==> src/sv/bq_pkg.sv <==
package bq_pkg;

  typedef struct packed {
    logic busy;
    logic done;
  } mul_sts_t;

  localparam int REG_IDX_BITS = 3;

  localparam logic [REG_IDX_BITS-1:0] REG_FF0  = 3'd0;
  localparam logic [REG_IDX_BITS-1:0] REG_FF1  = 3'd1;
  localparam logic [REG_IDX_BITS-1:0] REG_FF2  = 3'd2;
  localparam logic [REG_IDX_BITS-1:0] REG_FB1  = 3'd3;
  localparam logic [REG_IDX_BITS-1:0] REG_FB2  = 3'd4;
  localparam logic [REG_IDX_BITS-1:0] REG_GAIN = 3'd5;

  localparam int NUM_REGS = 6;

endpackage

==> src/sv/bq_sermul.sv <==
module bq_sermul #(
  parameter int AW = 24,
  parameter int BW = 24
) (
  input  logic                 clk,
  input  logic                 rst,
  input  logic                 start,
  input  logic [AW-1:0]        a,
  input  logic [BW-1:0]        b,
  output logic [AW+BW-1:0]     product,
  output bq_pkg::mul_sts_t     sts
);

  localparam int CNTW = $clog2(BW);

  logic [AW-1:0]   a_reg;
  logic [AW:0]     hi;
  logic [BW-1:0]   lo;
  logic [CNTW-1:0] cnt;
  logic            busy;
  logic            done;

  logic            last;
  logic [AW:0]     addend;
  logic [AW:0]     psum;

  // The sign bit of the multiplier carries negative weight, so the last step subtracts.
  assign last   = (cnt == '0);
  assign addend = lo[0] ? {a_reg[AW-1], a_reg} : '0;
  assign psum   = last ? (hi - addend) : (hi + addend);

  always_ff @(posedge clk) begin
    if (rst) begin
      busy <= 1'b0;
      done <= 1'b0;
    end else if (start) begin
      a_reg <= a;
      hi    <= '0;
      lo    <= b;
      cnt   <= CNTW'(BW - 1);
      busy  <= 1'b1;
      done  <= 1'b0;
    end else if (busy) begin
      hi <= {psum[AW], psum[AW:1]};
      lo <= {psum[0], lo[BW-1:1]};
      if (last) begin
        busy <= 1'b0;
        done <= 1'b1;
      end else begin
        cnt <= cnt - 1'b1;
      end
    end else begin
      done <= 1'b0;
    end
  end

  assign product  = {hi[AW-1:0], lo};
  assign sts.busy = busy;
  assign sts.done = done;

  assert property (@(posedge clk) disable iff (rst) start |=> busy && !done)
    else $error("multiplier did not start");
  assert property (@(posedge clk) disable iff (rst) !(busy && done))
    else $error("multiplier busy and done together");
  assert property (@(posedge clk) disable iff (rst) done |-> $past(busy) && $past(last))
    else $error("multiplier done without a final step");

endmodule

==> src/sv/bq_apb_regs.sv <==
module bq_apb_regs #(
  parameter int COEF_FRAC_BITS = 20,
  parameter int CW = 24,
  parameter int DW = 32,
  parameter int AW = 5
) (
  input  logic          clk,
  input  logic          rst,
  input  logic          psel,
  input  logic          penable,
  input  logic          pwrite,
  input  logic [AW-1:0] paddr,
  input  logic [DW-1:0] pwdata,
  output logic [DW-1:0] prdata,
  output logic          pready,
  output logic [CW-1:0] coef_ff0,
  output logic [CW-1:0] coef_ff1,
  output logic [CW-1:0] coef_ff2,
  output logic [CW-1:0] coef_fb1,
  output logic [CW-1:0] coef_fb2,
  output logic [CW-1:0] norm_gain
);

  localparam int IDX_LO = $clog2(DW / 8);

  logic                              wr;
  logic [bq_pkg::REG_IDX_BITS-1:0]   idx;
  logic [CW-1:0]                     wval;

  assign wr     = psel && penable && pwrite;
  assign idx    = paddr[AW-1:IDX_LO];
  assign wval   = pwdata[CW-1:0];
  assign pready = 1'b1;

  always_ff @(posedge clk) begin
    if (rst) begin
      coef_ff0  <= '0;
      coef_ff1  <= '0;
      coef_ff2  <= '0;
      coef_fb1  <= '0;
      coef_fb2  <= '0;
      norm_gain <= CW'(1) << COEF_FRAC_BITS;
    end else if (wr) begin
      case (idx)
        bq_pkg::REG_FF0:  coef_ff0  <= wval;
        bq_pkg::REG_FF1:  coef_ff1  <= wval;
        bq_pkg::REG_FF2:  coef_ff2  <= wval;
        bq_pkg::REG_FB1:  coef_fb1  <= wval;
        bq_pkg::REG_FB2:  coef_fb2  <= wval;
        bq_pkg::REG_GAIN: norm_gain <= wval;
        default: ;
      endcase
    end
  end

  always_comb begin
    case (idx)
      bq_pkg::REG_FF0:  prdata = DW'(coef_ff0);
      bq_pkg::REG_FF1:  prdata = DW'(coef_ff1);
      bq_pkg::REG_FF2:  prdata = DW'(coef_ff2);
      bq_pkg::REG_FB1:  prdata = DW'(coef_fb1);
      bq_pkg::REG_FB2:  prdata = DW'(coef_fb2);
      bq_pkg::REG_GAIN: prdata = DW'(norm_gain);
      default:          prdata = '0;
    endcase
  end

  assert property (@(posedge clk) disable iff (rst)
      (wr && idx == bq_pkg::REG_GAIN) |=> norm_gain == $past(wval))
    else $error("gain register write lost");
  assert property (@(posedge clk) disable iff (rst)
      !wr |=> $stable(coef_ff0) && $stable(coef_fb1) && $stable(norm_gain))
    else $error("register changed without a write");
  assert property (@(posedge clk) disable iff (rst)
      (wr && idx >= 3'(bq_pkg::NUM_REGS)) |=> $stable(coef_ff0) && $stable(coef_fb2))
    else $error("write beyond the register list took effect");

endmodule

==> src/sv/biquad_iir_filter.sv <==
// Each sample is worked through by the bit-serial shift-add multiplier: five terms of
// COEF_FRAC_BITS+4 steps each, then one step per bit of the sum for the gain. The result
// is then loaded into the output register once that register is free, and the next
// sample can be taken while it waits there, but not before it is loaded. Reset clears
// the history, the coefficients and sets the gain to one.
module biquad_iir_filter #(
  parameter int SAMPLE_BITS    = 24,
  parameter int COEF_FRAC_BITS = 20,
  localparam int CW  = COEF_FRAC_BITS + 4,
  localparam int DW  = (CW > 32) ? 64 : 32,
  localparam int PAW = $clog2(6 * (DW / 8))
) (
  input  logic                          clk,
  input  logic                          rst,
  input  logic                          psel,
  input  logic                          penable,
  input  logic                          pwrite,
  input  logic [PAW-1:0]                paddr,
  input  logic [DW-1:0]                 pwdata,
  output logic [DW-1:0]                 prdata,
  output logic                          pready,
  input  logic                          in_valid,
  output logic                          in_ready,
  input  logic signed [SAMPLE_BITS-1:0] sample_in,
  output logic                          out_valid,
  input  logic                          out_ready,
  output logic signed [SAMPLE_BITS-1:0] sample_out
);

  localparam int SW   = SAMPLE_BITS;
  localparam int TPW  = SW + CW;
  localparam int SUMW = SW + CW + 2;
  localparam int PW   = SUMW + CW;
  localparam int RW   = PW - 2 * COEF_FRAC_BITS + 1;
  localparam int QW   = RW + 1;

  localparam logic [2:0] TERM_X0 = 3'd0;
  localparam logic [2:0] TERM_X1 = 3'd1;
  localparam logic [2:0] TERM_X2 = 3'd2;
  localparam logic [2:0] TERM_Y1 = 3'd3;
  localparam logic [2:0] TERM_Y2 = 3'd4;

  typedef enum logic [2:0] {
    ST_IDLE,
    ST_START,
    ST_TERM,
    ST_GSTART,
    ST_GAIN,
    ST_SAT
  } state_t;

  state_t state;

  logic [CW-1:0] coef_ff0;
  logic [CW-1:0] coef_ff1;
  logic [CW-1:0] coef_ff2;
  logic [CW-1:0] coef_fb1;
  logic [CW-1:0] coef_fb2;
  logic [CW-1:0] norm_gain;

  logic [SW-1:0]   x_reg;
  logic [SW-1:0]   in_delay1;
  logic [SW-1:0]   in_delay2;
  logic [SW-1:0]   out_delay1;
  logic [SW-1:0]   out_delay2;
  logic [2:0]      k;
  logic [SUMW-1:0] sum;
  logic [QW-1:0]   rnd;

  logic [SW-1:0]    t_a;
  logic [CW-1:0]    t_b;
  logic [TPW-1:0]   tprod;
  logic [SUMW-1:0]  tprod_ext;
  logic [SUMW-1:0]  sum_next;
  logic [PW-1:0]    gprod;
  logic [QW-1:0]    rnd_next;
  logic [RW-1:0]    y;
  logic [SW-1:0]    sat;
  logic             fits;
  logic             t_start;
  logic             g_start;
  logic             out_load;
  bq_pkg::mul_sts_t t_sts;
  bq_pkg::mul_sts_t g_sts;

  bq_apb_regs #(
    .COEF_FRAC_BITS(COEF_FRAC_BITS),
    .CW(CW),
    .DW(DW),
    .AW(PAW)
  ) u_regs (
    .clk(clk),
    .rst(rst),
    .psel(psel),
    .penable(penable),
    .pwrite(pwrite),
    .paddr(paddr),
    .pwdata(pwdata),
    .prdata(prdata),
    .pready(pready),
    .coef_ff0(coef_ff0),
    .coef_ff1(coef_ff1),
    .coef_ff2(coef_ff2),
    .coef_fb1(coef_fb1),
    .coef_fb2(coef_fb2),
    .norm_gain(norm_gain)
  );

  always_comb begin
    case (k)
      TERM_X0: begin t_a = x_reg;      t_b = coef_ff0; end
      TERM_X1: begin t_a = in_delay1;  t_b = coef_ff1; end
      TERM_X2: begin t_a = in_delay2;  t_b = coef_ff2; end
      TERM_Y1: begin t_a = out_delay1; t_b = coef_fb1; end
      TERM_Y2: begin t_a = out_delay2; t_b = coef_fb2; end
      default: begin t_a = x_reg;      t_b = coef_ff0; end
    endcase
  end

  assign t_start = (state == ST_START);
  assign g_start = (state == ST_GSTART);

  bq_sermul #(
    .AW(SW),
    .BW(CW)
  ) u_term_mul (
    .clk(clk),
    .rst(rst),
    .start(t_start),
    .a(t_a),
    .b(t_b),
    .product(tprod),
    .sts(t_sts)
  );

  bq_sermul #(
    .AW(CW),
    .BW(SUMW)
  ) u_gain_mul (
    .clk(clk),
    .rst(rst),
    .start(g_start),
    .a(norm_gain),
    .b(sum),
    .product(gprod),
    .sts(g_sts)
  );

  assign tprod_ext = {{2{tprod[TPW-1]}}, tprod};
  assign sum_next  = (k inside {TERM_Y1, TERM_Y2}) ? (sum - tprod_ext) : (sum + tprod_ext);

  // Rounding half up: add one at the bit just below the kept part, then drop that bit.
  assign rnd_next = {gprod[PW-1], gprod[PW-1:2*COEF_FRAC_BITS-1]} + QW'(1);
  assign y        = rnd[QW-1:1];
  assign fits     = (&y[RW-1:SW-1]) || !(|y[RW-1:SW-1]);
  assign sat      = fits ? y[SW-1:0]
                  : (y[RW-1] ? {1'b1, {(SW-1){1'b0}}} : {1'b0, {(SW-1){1'b1}}});

  assign in_ready = (state == ST_IDLE);
  assign out_load = (state == ST_SAT) && (!out_valid || out_ready);

  always_ff @(posedge clk) begin
    if (rst) begin
      state      <= ST_IDLE;
      k          <= TERM_X0;
      out_valid  <= 1'b0;
      in_delay1  <= '0;
      in_delay2  <= '0;
      out_delay1 <= '0;
      out_delay2 <= '0;
    end else begin
      if (out_valid && out_ready && !out_load) begin
        out_valid <= 1'b0;
      end
      case (state)
        ST_IDLE: begin
          if (in_valid) begin
            x_reg <= sample_in;
            k     <= TERM_X0;
            sum   <= '0;
            state <= ST_START;
          end
        end
        ST_START: begin
          state <= ST_TERM;
        end
        ST_TERM: begin
          if (t_sts.done) begin
            sum <= sum_next;
            if (k == TERM_Y2) begin
              state <= ST_GSTART;
            end else begin
              k     <= k + 3'd1;
              state <= ST_START;
            end
          end
        end
        ST_GSTART: begin
          state <= ST_GAIN;
        end
        ST_GAIN: begin
          if (g_sts.done) begin
            rnd   <= rnd_next;
            state <= ST_SAT;
          end
        end
        ST_SAT: begin
          if (out_load) begin
            sample_out <= sat;
            out_valid  <= 1'b1;
            in_delay2  <= in_delay1;
            in_delay1  <= x_reg;
            out_delay2 <= out_delay1;
            out_delay1 <= sat;
            state      <= ST_IDLE;
          end
        end
        default: begin
          state <= ST_IDLE;
        end
      endcase
    end
  end

  assert property (@(posedge clk) disable iff (rst) in_ready |-> !t_sts.busy && !g_sts.busy)
    else $error("sample taken while a multiplier is running");
  assert property (@(posedge clk) disable iff (rst) t_sts.done |-> state == ST_TERM)
    else $error("term product finished outside the term phase");
  assert property (@(posedge clk) disable iff (rst) g_sts.done |-> state == ST_GAIN)
    else $error("gain product finished outside the gain phase");
  assert property (@(posedge clk) disable iff (rst)
      out_load |=> out_valid && out_delay1 == sample_out)
    else $error("fed back value differs from the delivered result");
  assert property (@(posedge clk) disable iff (rst) k <= TERM_Y2)
    else $error("term counter out of range");

endmodule
==> config.mk <==
export PLATFORM = sky130hd
export DESIGN_NAME = biquad_iir_filter
export DESIGN_NICKNAME = d
export VERILOG_FILES = /design/src/sv/bq_pkg.sv /design/src/sv/bq_sermul.sv /design/src/sv/bq_apb_regs.sv /design/src/sv/biquad_iir_filter.sv
export SDC_FILE = /design/constraint.sdc
export NUM_CORES = 1
export LEC_CHECK = 0
export BUFFER_PORTS_ARGS = -buffer_cell sky130_fd_sc_hd__clkbuf_2
export CORE_AREA = 2 2 342 259
export DETAILED_ROUTE_END_ITERATION = 8
export DIE_AREA = 0 0 344 261
export PLACE_DENSITY = 0.56
export SYNTH_ARGS = -nofsm -noshare
export SYNTH_HDL_FRONTEND = slang
export SYNTH_SLANG_ARGS = --single-unit
==> constraint.sdc <==
create_clock -name clk -period 10.44 [get_ports clk]
set_input_delay 1.566 -clock clk [delete_from_list [all_inputs] [get_ports clk]]
set_output_delay 1.566 -clock clk [all_outputs]
set_load 0.1 [all_outputs]
==> qor.yml, run 1 <==
layout:
  final_common_cell: "nand2_1"
  syn_to_final_growth_pct: 12.4
  largest_registers: "sum x50, u_gain_mul.lo x50, rnd x35"
  fin_area_um2: 33700
  layout.cells.most_common_list: "nand2_1 (820), a21oi_1 (371), edfxtp_1 (314), dfxtp_1 (251), nor2_1 (241)"
  final_util_pct: 38.9
  drive_gt1_share_pct: 8.21
  nets: 3587
clock_network:
  hold_buffers: 0
  clk_pin_slew_ns: 0.06
  cts_inserted_buffers: 61
  cts_tree: "built"
  htreeDepth: 2
  post-cts-setup-buffer-count: 0
  clk_path_buf_depth: 3
  clock-sinks: 565
  cts-root-buf: "clkbuf_16"
  clock_latency_ns: 0.69
  postCtsResizedCells: 0
yosys:
  ys.flop_type: "edfxtp_1"
  avgSynthCellArea_um2: 8.85
  syn_inst: 3394
  ys_seq_area_share_pct: 48.1
  synth_edf_count: 314
  ys_types: 72
  ys_async_sr_fraction_pct: 0
  synth-seq-cells: 565
  syn-cell-area_um2: 30000
  yosysWarnings: 0
worst_setup_path:
  regToRegStartpoint: "u_term_mul.lo[0]"
  crit_path_start: "u_term_mul.lo[0]"
  worstPathRequired_ns: 10.77
  slowest_stage: "a2111oi_0"
  path_class: "register to register"
  crit_arrival_ns: 6.44
  cp_slowest_stage_delay_ns: 0.90
  crit_chain: "buf_4 > inv_1 > ha_1 > nand3b_1 > nand2b_1 > or4_1 > nor2_1 > nor2_1 > xnor2_1 > ha_1 > nand2_1 > nor2_1 > nand3_1 > a211oi_1 > o21ai_0 > a2111oi_0 > or3_1 > a21oi_1"
  cp_max_fo: 39
  end_kind: "register"
  cp-start-kind: "register"
  cpMostUsedCell: "nor2_1"
power_and_ir_drop:
  cellPowerDensity_nw_per_um2: 164
  total_power_mw: 5.53
  leakagePower_nw: 11.9
  worst_ir_drop_vdd_mv: 0.123
placement:
  gp_congestion: 0.890
  io_buffers: 107
  hpwlAfterDp_um: 60600
  place_area_um2: 31700
routing:
  drc: 0
  detail_route.wl_per_cell_um: 19.5
  wl_um: 90200
  firstDrtPassIters: 6
  routed_via_density: 5.43
  vias: 25000
  drt-initial-drc-count: 2502
  drtAntennaViolNets: 0
sta:
  whs_ns: 0.454
  finalCriticalPeriod_ns: 6.11
  setup_violations: 0
  worst_pin_slew_ns: 1.11
  min_period_over_period_pct: 58.5
  hold_viol: 0
  fin_skew_ns: 0.0784
  grt_setup_unrepaired: "false"
  drv_slew: 0
  slew-limit-headroom_pct: 25.5
  fmax_ghz: 0.164
  setup_tns_ns: 0
grt:
  grt-ovfl-total: 0
  grt_pass1_vias: 23000
  antenna_found_initial: 7
  grt_max_degree: 102
  grt.total_usage_pct: 19.7
  grt_pass1_wl_um: 139000
die:
  start_util_pct: 34.6
  core_um2: 86800
  rows: 94
  dieArea_um2: 89800
  die_w_um: 344
  die_h_um: 261
  io_pins: 127
status:
  status: "finished clean"
flow_run:
  cap_violations: 0
min_path:
  hp-start: "out_delay2[7]"
  hold_class: "register to register"
final cells by class:
cell class	count	area, um^2
multi-input combinational	2597	14800
clock buffer	89	1780
tap	1152	1440
antenna	3	7.51
inverter	34	128
fill	8856	53100
sequential	565	14500
clock inverter	27	272
timing repair buffer	148	852
logic make-up after synthesis:
| group | synth area share (%) |
|---|---|
| AND/OR/NAND/NOR | 19.5 |
| AO/OA/AOI/OAI | 18.7 |
| flip-flops | 48.1 |
| buffers and inverters | 3.10 |
| XOR/XNOR | 5.66 |
| adder cells (fa/ha/maj) | 4.74 |
| multiplexers | 0.104 |
| other | 0.0250 |
Yosys cell counts (6+ instances only):
| cell | count | share of area [%] |
|---|---|---|
| a22o_1 | 22 | 0.64 |
| nor3b_1 | 8 | 0.20 |
| xor2_1 | 98 | 2.9 |
| a211oi_1 | 19 | 0.48 |
| a21oi_1 | 371 | 6.2 |
| o31ai_1 | 28 | 0.70 |
| nand2b_1 | 23 | 0.48 |
| dfxtp_1 | 251 | 17 |
| o211ai_1 | 15 | 0.38 |
| nand2_1 | 820 | 10 |
| or2_2 | 12 | 0.25 |
| nor3_1 | 48 | 0.80 |
| nor4_1 | 16 | 0.33 |
| o21ai_0 | 111 | 1.9 |
| nand3_1 | 75 | 1.3 |
| a221oi_1 | 24 | 0.70 |
| clkbuf_1 | 185 | 2.3 |
| o21bai_1 | 16 | 0.40 |
| buf_4 | 9 | 0.23 |
| and2_1 | 17 | 0.35 |
| a21o_1 | 48 | 1.2 |
| xnor2_1 | 96 | 2.8 |
| o311ai_0 | 6 | 0.18 |
| ha_1 | 109 | 4.5 |
| nor2b_1 | 16 | 0.33 |
| o41ai_1 | 8 | 0.23 |
| buf_1 | 11 | 0.14 |
| or4_1 | 10 | 0.25 |
| edfxtp_1 | 314 | 31 |
| o21a_1 | 12 | 0.30 |
| nor2_1 | 251 | 3.1 |
| a22oi_1 | 126 | 3.2 |
| a31oi_1 | 62 | 1.3 |
| nand4_1 | 22 | 0.46 |
| or3_1 | 15 | 0.31 |
| and3_1 | 19 | 0.40 |
| inv_1 | 34 | 0.43 |
per-layer routing:
metal	share of wire [%]	track usage (%)	wire length [um]
met5	0.072	0	65
met4	2.1	4.86	1880
met3	7.8	3.91	7000
met2	41	27.7	37000
met1	49	30.6	44300
report_power, final:
| part | internal, mW | switching, mW |
|---|---|---|
| Sequential | 2.42 | 0.0556 |
| Combinational | 0.307 | 0.562 |
| Clock | 1.24 | 0.951 |
| Total | 3.97 | 1.57 |
worst paths after layout:
kind | cells past startpoint | end | slack, ns
setup / recovery | 18 | sum[49] | 4.33
hold / removal | 2 | out_delay2[7] | 0.45
setup reg to reg | 18 | sum[49] | 4.33
hold reg to reg | 2 | out_delay2[7] | 0.45
critical path, delay by kind of cell, from the launching register on:
kind | cells | cell delay [ns]
adder cells (fa/ha/maj) | 2 | 0.68
XOR/XNOR | 1 | 0.17
flip-flops | 1 | 0.35
AND/OR/NAND/NOR | 9 | 2.24
buffers and inverters | 2 | 0.63
AO/OA/AOI/OAI | 4 | 1.69
metrics by stage:
step	setup WS, ns	instances
6_report	4.33	4615
5_1_grt	3.81	4612
4_1_cts	4.38	4612
3_5_place_dp	4.47	4496
3_3_place_gp	4.37	4496
2_1_floorplan	4.87	3401
Power figures use the tool's default switching activity.
==> run 2, diff against run 1 <==
==> constraint.sdc (replaced) <==
create_clock -name clk -period 6 [get_ports clk]
set_input_delay 0.9 -clock clk [delete_from_list [all_inputs] [get_ports clk]]
set_output_delay 0.9 -clock clk [all_outputs]
set_load 0.1 [all_outputs]
==> run 2 against run 1 <==
Net effect: die area unchanged; clock skew down 0.050 ns; largest power group unchanged; hold slack worse by 0.0015 ns; non-clock buffer count up 15; largest cell class unchanged; sequential power up 74%; sequential share of layout area down 0.25 points; maximum frequency up 14%; via count up 0.71%.
==> qor.yml, run 2 (synthesis gave the netlist of run 1 again) <==
die:
  io_pins: 127
  start_util_pct: 34.6
  die_h_um: 261
  core_um2: 86800
  dieArea_um2: 89800
  rows: 94
  die_w_um: 344
sta:
  slew-limit-headroom_pct: 21.8
  fmax_ghz: 0.186
  worst_pin_slew_ns: 1.17
  grt_setup_unrepaired: "false"
  setup_violations: 0
  whs_ns: 0.453
  fin_ws_ns: 0.634
  fin_skew_ns: 0.0281
  finalCriticalPeriod_ns: 5.37
  drv_slew: 0
  hold_viol: 0
  min_period_over_period_pct: 89.4
  setup_tns_ns: 0
worst_setup_path:
  crit_buf_inv: 1
  reg2reg_depth: 16
  reg2reg_to: "sum[49]"
  crit_family: "simple AND/OR/NAND/NOR gates"
  crit_arrival_ns: 5.71
  cp-start-kind: "register"
  rrSetupSlack_ns: 0.63
  slowest_stage: "a2111oi_1"
  worstPathRequired_ns: 6.34
  cpMostUsedCell: "o21ai_0"
  regToRegStartpoint: "u_term_mul.lo[10]"
  crit_chain: "or4_1 > nor2_1 > nand2b_1 > or4_1 > o21ai_0 > xor2_1 > ha_1 > nand2_1 > nor4_1 > o21ai_0 > a211oi_1 > o21ai_0 > a2111oi_1 > buf_4 > or3_1 > a21oi_1"
  end_kind: "register"
  path_class: "register to register"
  cp_max_fo: 5
  cp_slowest_stage_delay_ns: 0.65
grt:
  grt_max_degree: 79
  grt_pass1_vias: 23300
  antenna_found_initial: 7
  grt_pass1_wl_um: 139000
  grt-ovfl-total: 0
  grt.total_usage_pct: 19.8
routing:
  vias: 25200
  drtAntennaViolNets: 0
  firstDrtPassIters: 5
  wl_um: 90500
  drt-initial-drc-count: 2303
  drc: 0
  routed_via_density: 5.45
  detail_route.wl_per_cell_um: 19.5
clock_network:
  cts-root-buf: "clkbuf_16"
  post-cts-setup-buffer-count: 0
  cts_tree: "built"
  clock-sinks: 565
  clock_latency_ns: 0.62
  clk_pin_slew_ns: 0.06
  htreeDepth: 3
  cts_inserted_buffers: 66
  hold_buffers: 0
  clk_path_buf_depth: 3
  postCtsResizedCells: 0
placement:
  dp_slack_ns: 0.348
  dp.cells: 4511
  io_buffers: 107
  gp_congestion: 0.887
  hpwlAfterDp_um: 62300
power_and_ir_drop:
  cellPowerDensity_nw_per_um2: 290
  leakagePower_nw: 12.0
  worst_ir_drop_vdd_mv: 0.234
layout:
  fin_cells: 4630
  layout.cells.most_common_list: "nand2_1 (820), a21oi_1 (371), edfxtp_1 (314), dfxtp_1 (251), nor2_1 (241)"
  largest_registers: "sum x50, u_gain_mul.lo x50, rnd x35"
  diodes: 0
  drive_gt1_share_pct: 8.60
  final_common_cell: "nand2_1"
  syn_to_final_growth_pct: 13.0
  nets: 3607
status:
  status: "finished clean"
min_path:
  hp-start: "in_delay2[20]"
  hold_end: "in_delay2[20]"
  hold_class: "register to register"
  holdPathStages: 2
flow_run:
  cap_violations: 0
## run 2: cell types whose count changed in the layout (fill, tap and decap cells not counted), moves of 2 or more
cell,previous run,this run
clkbuf_8,12,4
buf_4,41,56
bufinv_16,2,4
diode_2,3,0
clkbuf_1,15,19
clkinv_8,0,2
clkbuf_16,63,68
## run 2: worst register-to-register path, cell delays in order, from the launching register on
cell,delay [ns]
edfxtp_1,0.48
or4_1,0.57
nor2_1,0.24
nand2b_1,0.18
or4_1,0.56
o21ai_0,0.22
xor2_1,0.10
ha_1,0.36
nand2_1,0.15
nor4_1,0.28
o21ai_0,0.21
a211oi_1,0.50
o21ai_0,0.22
a2111oi_1,0.65
buf_4,0.22
or3_1,0.09
a21oi_1,0.06
## run 2: layout make-up
cell class | instances | area, um^2
clock buffer | 90 | 1810
clock inverter | 29 | 340
fill | 8718 | 52900
inverter | 34 | 128
multi-input combinational | 2597 | 14800
sequential | 565 | 14500
tap | 1152 | 1440
timing repair buffer | 163 | 965
## run 2: stage by stage
step	cell area, um^2	utilization [%]	power, mW
6_report	33900	39.1	9.84
5_1_grt	33900	39.1	10.2
4_1_cts	33900	39.1	9.90
3_5_place_dp	31800	36.6	5.89
3_3_place_gp	31800	36.6	5.88
2_1_floorplan	30000	-	5.46
## run 2: layer usage
layer	up-vias	global-route usage (%)	share of wire, %
met3	129	4.69	8.1
met5	-	0	0.040
met4	6	5.13	2.2
met1	12000	29.8	49
li1	12200	-	-
met2	861	28.0	41
## run 2: power by group
part,switching (mW),leakage [nW],internal [mW]
Combinational,0.983,6.03,0.545
Clock,1.68,1.04,2.32
Sequential,0.0955,4.91,4.20
Total,2.76,12.0,7.07
## run 2: worst max path at each step
stage                 startpoint                to  slack [ns]  depth (start not counted)
6_report       u_term_mul.lo[10]           sum[49]        0.63                         16
3_3_place_gp    u_term_mul.lo[3]           sum[49]        0.38                         16
2_1_floorplan                rst  u_gain_mul.hi[0]        1.10                          3
5_1_grt         u_term_mul.lo[3]           sum[49]        0.13                         16
3_5_place_dp    u_term_mul.lo[3]           sum[49]        0.35                         16
4_1_cts         u_term_mul.lo[3]           sum[49]        0.31                         16
==> run 3, diff against run 2 <==
--- a/config.mk
+++ b/config.mk
@@ -6,9 +6,9 @@
 export NUM_CORES = 1
 export LEC_CHECK = 0
 export BUFFER_PORTS_ARGS = -buffer_cell sky130_fd_sc_hd__clkbuf_2
-export CORE_AREA = 2 2 342 259
+export CORE_AREA = 2 2 296 298
 export DETAILED_ROUTE_END_ITERATION = 8
-export DIE_AREA = 0 0 344 261
+export DIE_AREA = 0 0 298 300
 export PLACE_DENSITY = 0.56
 export SYNTH_ARGS = -nofsm -noshare
 export SYNTH_HDL_FRONTEND = slang
==> run 3 against run 2 <==
Net effect: hold slack lost 0.021 ns; clock skew increased by 0.025 ns; first-iteration DRC count increased by 0.22%; non-clock buffer count shrank 5; cell area down 0.24%; global-route usage is 0.42 points lower; maximum frequency decreased by 1.2%; utilization rose by 0.17 points; critical endpoint is now sum[46].
==> qor.yml, run 3 (synthesis gave the netlist of run 1 again) <==
routing:
  vias: 24900
  detail_route.wl_per_cell_um: 19.2
  firstDrtPassIters: 6
  drtAntennaViolNets: 0
  routed_via_density: 5.38
  drt-initial-drc-count: 2308
  wl_um: 88800
  drc: 0
die:
  dieArea_um2: 89400
  core_um2: 86200
  die_h_um: 300
  io_pins: 127
  rows: 108
  die_w_um: 298
  start_util_pct: 34.8
sta:
  worst_pin_slew_ns: 1.21
  slew-limit-headroom_pct: 19.1
  setup_violations: 0
  grt_setup_unrepaired: "false"
  finalCriticalPeriod_ns: 5.43
  setup_tns_ns: 0
  min_period_over_period_pct: 90.5
  hold_viol: 0
  fin_skew_ns: 0.0532
  drv_slew: 0
  fmax_ghz: 0.184
clock_network:
  clock_latency_ns: 0.66
  hold_buffers: 0
  postCtsResizedCells: 0
  cts_tree: "built"
  clk_pin_slew_ns: 0.07
  clock-sinks: 565
  cts-root-buf: "clkbuf_16"
  post-cts-setup-buffer-count: 0
  htreeDepth: 2
  cts_inserted_buffers: 59
  clk_path_buf_depth: 3
flow_run:
  cap_violations: 0
power_and_ir_drop:
  worst_ir_drop_vdd_mv: 0.245
  cellPowerDensity_nw_per_um2: 288
  leakagePower_nw: 11.9
worst_setup_path:
  rrSetupSlack_ns: 0.57
  reg2reg_depth: 18
  end_kind: "register"
  crit_arrival_ns: 5.77
  cp-start-kind: "register"
  reg2reg_to: "sum[46]"
  regToRegStartpoint: "u_term_mul.lo[9]"
  worstPathRequired_ns: 6.34
  cp_max_fo: 8
  path_class: "register to register"
placement:
  place_area_um2: 31800
  gp_congestion: 0.894
  io_buffers: 107
  hpwlAfterDp_um: 60800
min_path:
  holdPathStages: 1
  hp-start: "sample_in[12]"
  hold_class: "primary input to register"
  hold_end: "x_reg[12]"
grt:
  grt_max_degree: 113
  antenna_found_initial: 3
  grt-ovfl-total: 0
  grt.total_usage_pct: 19.4
  grt_pass1_vias: 23700
  grt_pass1_wl_um: 139000
layout:
  final_util_pct: 39.3
  final_common_cell: "nand2_1"
  syn_to_final_growth_pct: 12.8
  nets: 3595
  nFillCells: 8771
  fin_area_um2: 33900
  layout.cells.most_common_list: "nand2_1 (820), a21oi_1 (371), edfxtp_1 (314), dfxtp_1 (251), nor2_1 (241)"
  drive_gt1_share_pct: 8.63
  largest_registers: "sum x50, u_gain_mul.lo x50, rnd x35"
status:
  status: "finished clean"
## run 3: how the worst max path moves through the flow
| stage | from | to | slack [ns] | cells past startpoint |
|---|---|---|---|---|
| floorplan | rst | u_gain_mul.hi[0] | 1.10 | 3 |
| global placement | u_term_mul.lo[9] | sum[46] | 0.70 | 18 |
| detailed placement | u_term_mul.lo[9] | sum[46] | 0.68 | 18 |
| CTS | u_term_mul.lo[9] | sum[47] | 0.60 | 17 |
| global route | u_term_mul.lo[5] | sum[46] | 0.09 | 18 |
| finish | u_term_mul.lo[9] | sum[46] | 0.57 | 18 |
## run 3: metrics by stage
step | power, mW | setup WS [ns] | cells | hold WS (ns)
final | 9.74 | 0.569 | 4622 | 0.432
after global routing | 10.1 | 0.0871 | 4621 | 0.409
after CTS | 9.80 | 0.604 | 4621 | 0.399
after detailed placement | 5.86 | 0.679 | 4509 | 0.446
after global placement | 5.87 | 0.699 | 4509 | 0.443
after floorplan | 5.46 | 1.10 | 3401 | 0.431
## run 3: where the power goes
group          switching [mW]  total, mW  internal (mW)
Sequential             0.0916       4.29           4.20
Combinational           0.962       1.50          0.542
Clock                    1.68       3.94           2.25
## run 3: layout make-up
cell class | instances | area, um^2 | share of cell area [%]
antenna | 1 | 2.50 | 0.00739
clock buffer | 81 | 1720 | 5.09
clock inverter | 31 | 375 | 1.11
inverter | 34 | 128 | 0.377
multi-input combinational | 2597 | 14800 | 43.7
sequential | 565 | 14500 | 42.7
tap | 1155 | 1450 | 4.27
timing repair buffer | 158 | 940 | 2.78
## run 3: per-layer routing
layer / vias up / share of wire, % / GRT usage, % / wire (um)
met5: - / 0.032 / 0 / 28
met4: 4 / 1.8 / 4.61 / 1600
met3: 96 / 5.5 / 2.37 / 4870
met2: 669 / 46 / 31.6 / 41300
met1: 12000 / 46 / 27.3 / 41000
li1: 12200 / - / - / -
## run 3: worst max-delay path: stages, from the launching register on
cell and delay [ns]:
edfxtp_1 0.47, or4_1 0.57, nor2_1 0.17, nand2b_1 0.14, or4_1 0.60, nor2_1 0.39, nand3_1 0.22, o41ai_1 0.35
xor2_1 0.12, ha_1 0.43, nand4_1 0.25, inv_1 0.13, nand3_1 0.10, nor4_1 0.33, and3_1 0.22, a31oi_1 0.09
a31o_2 0.32, xor2_1 0.14, nor2_1 0.05
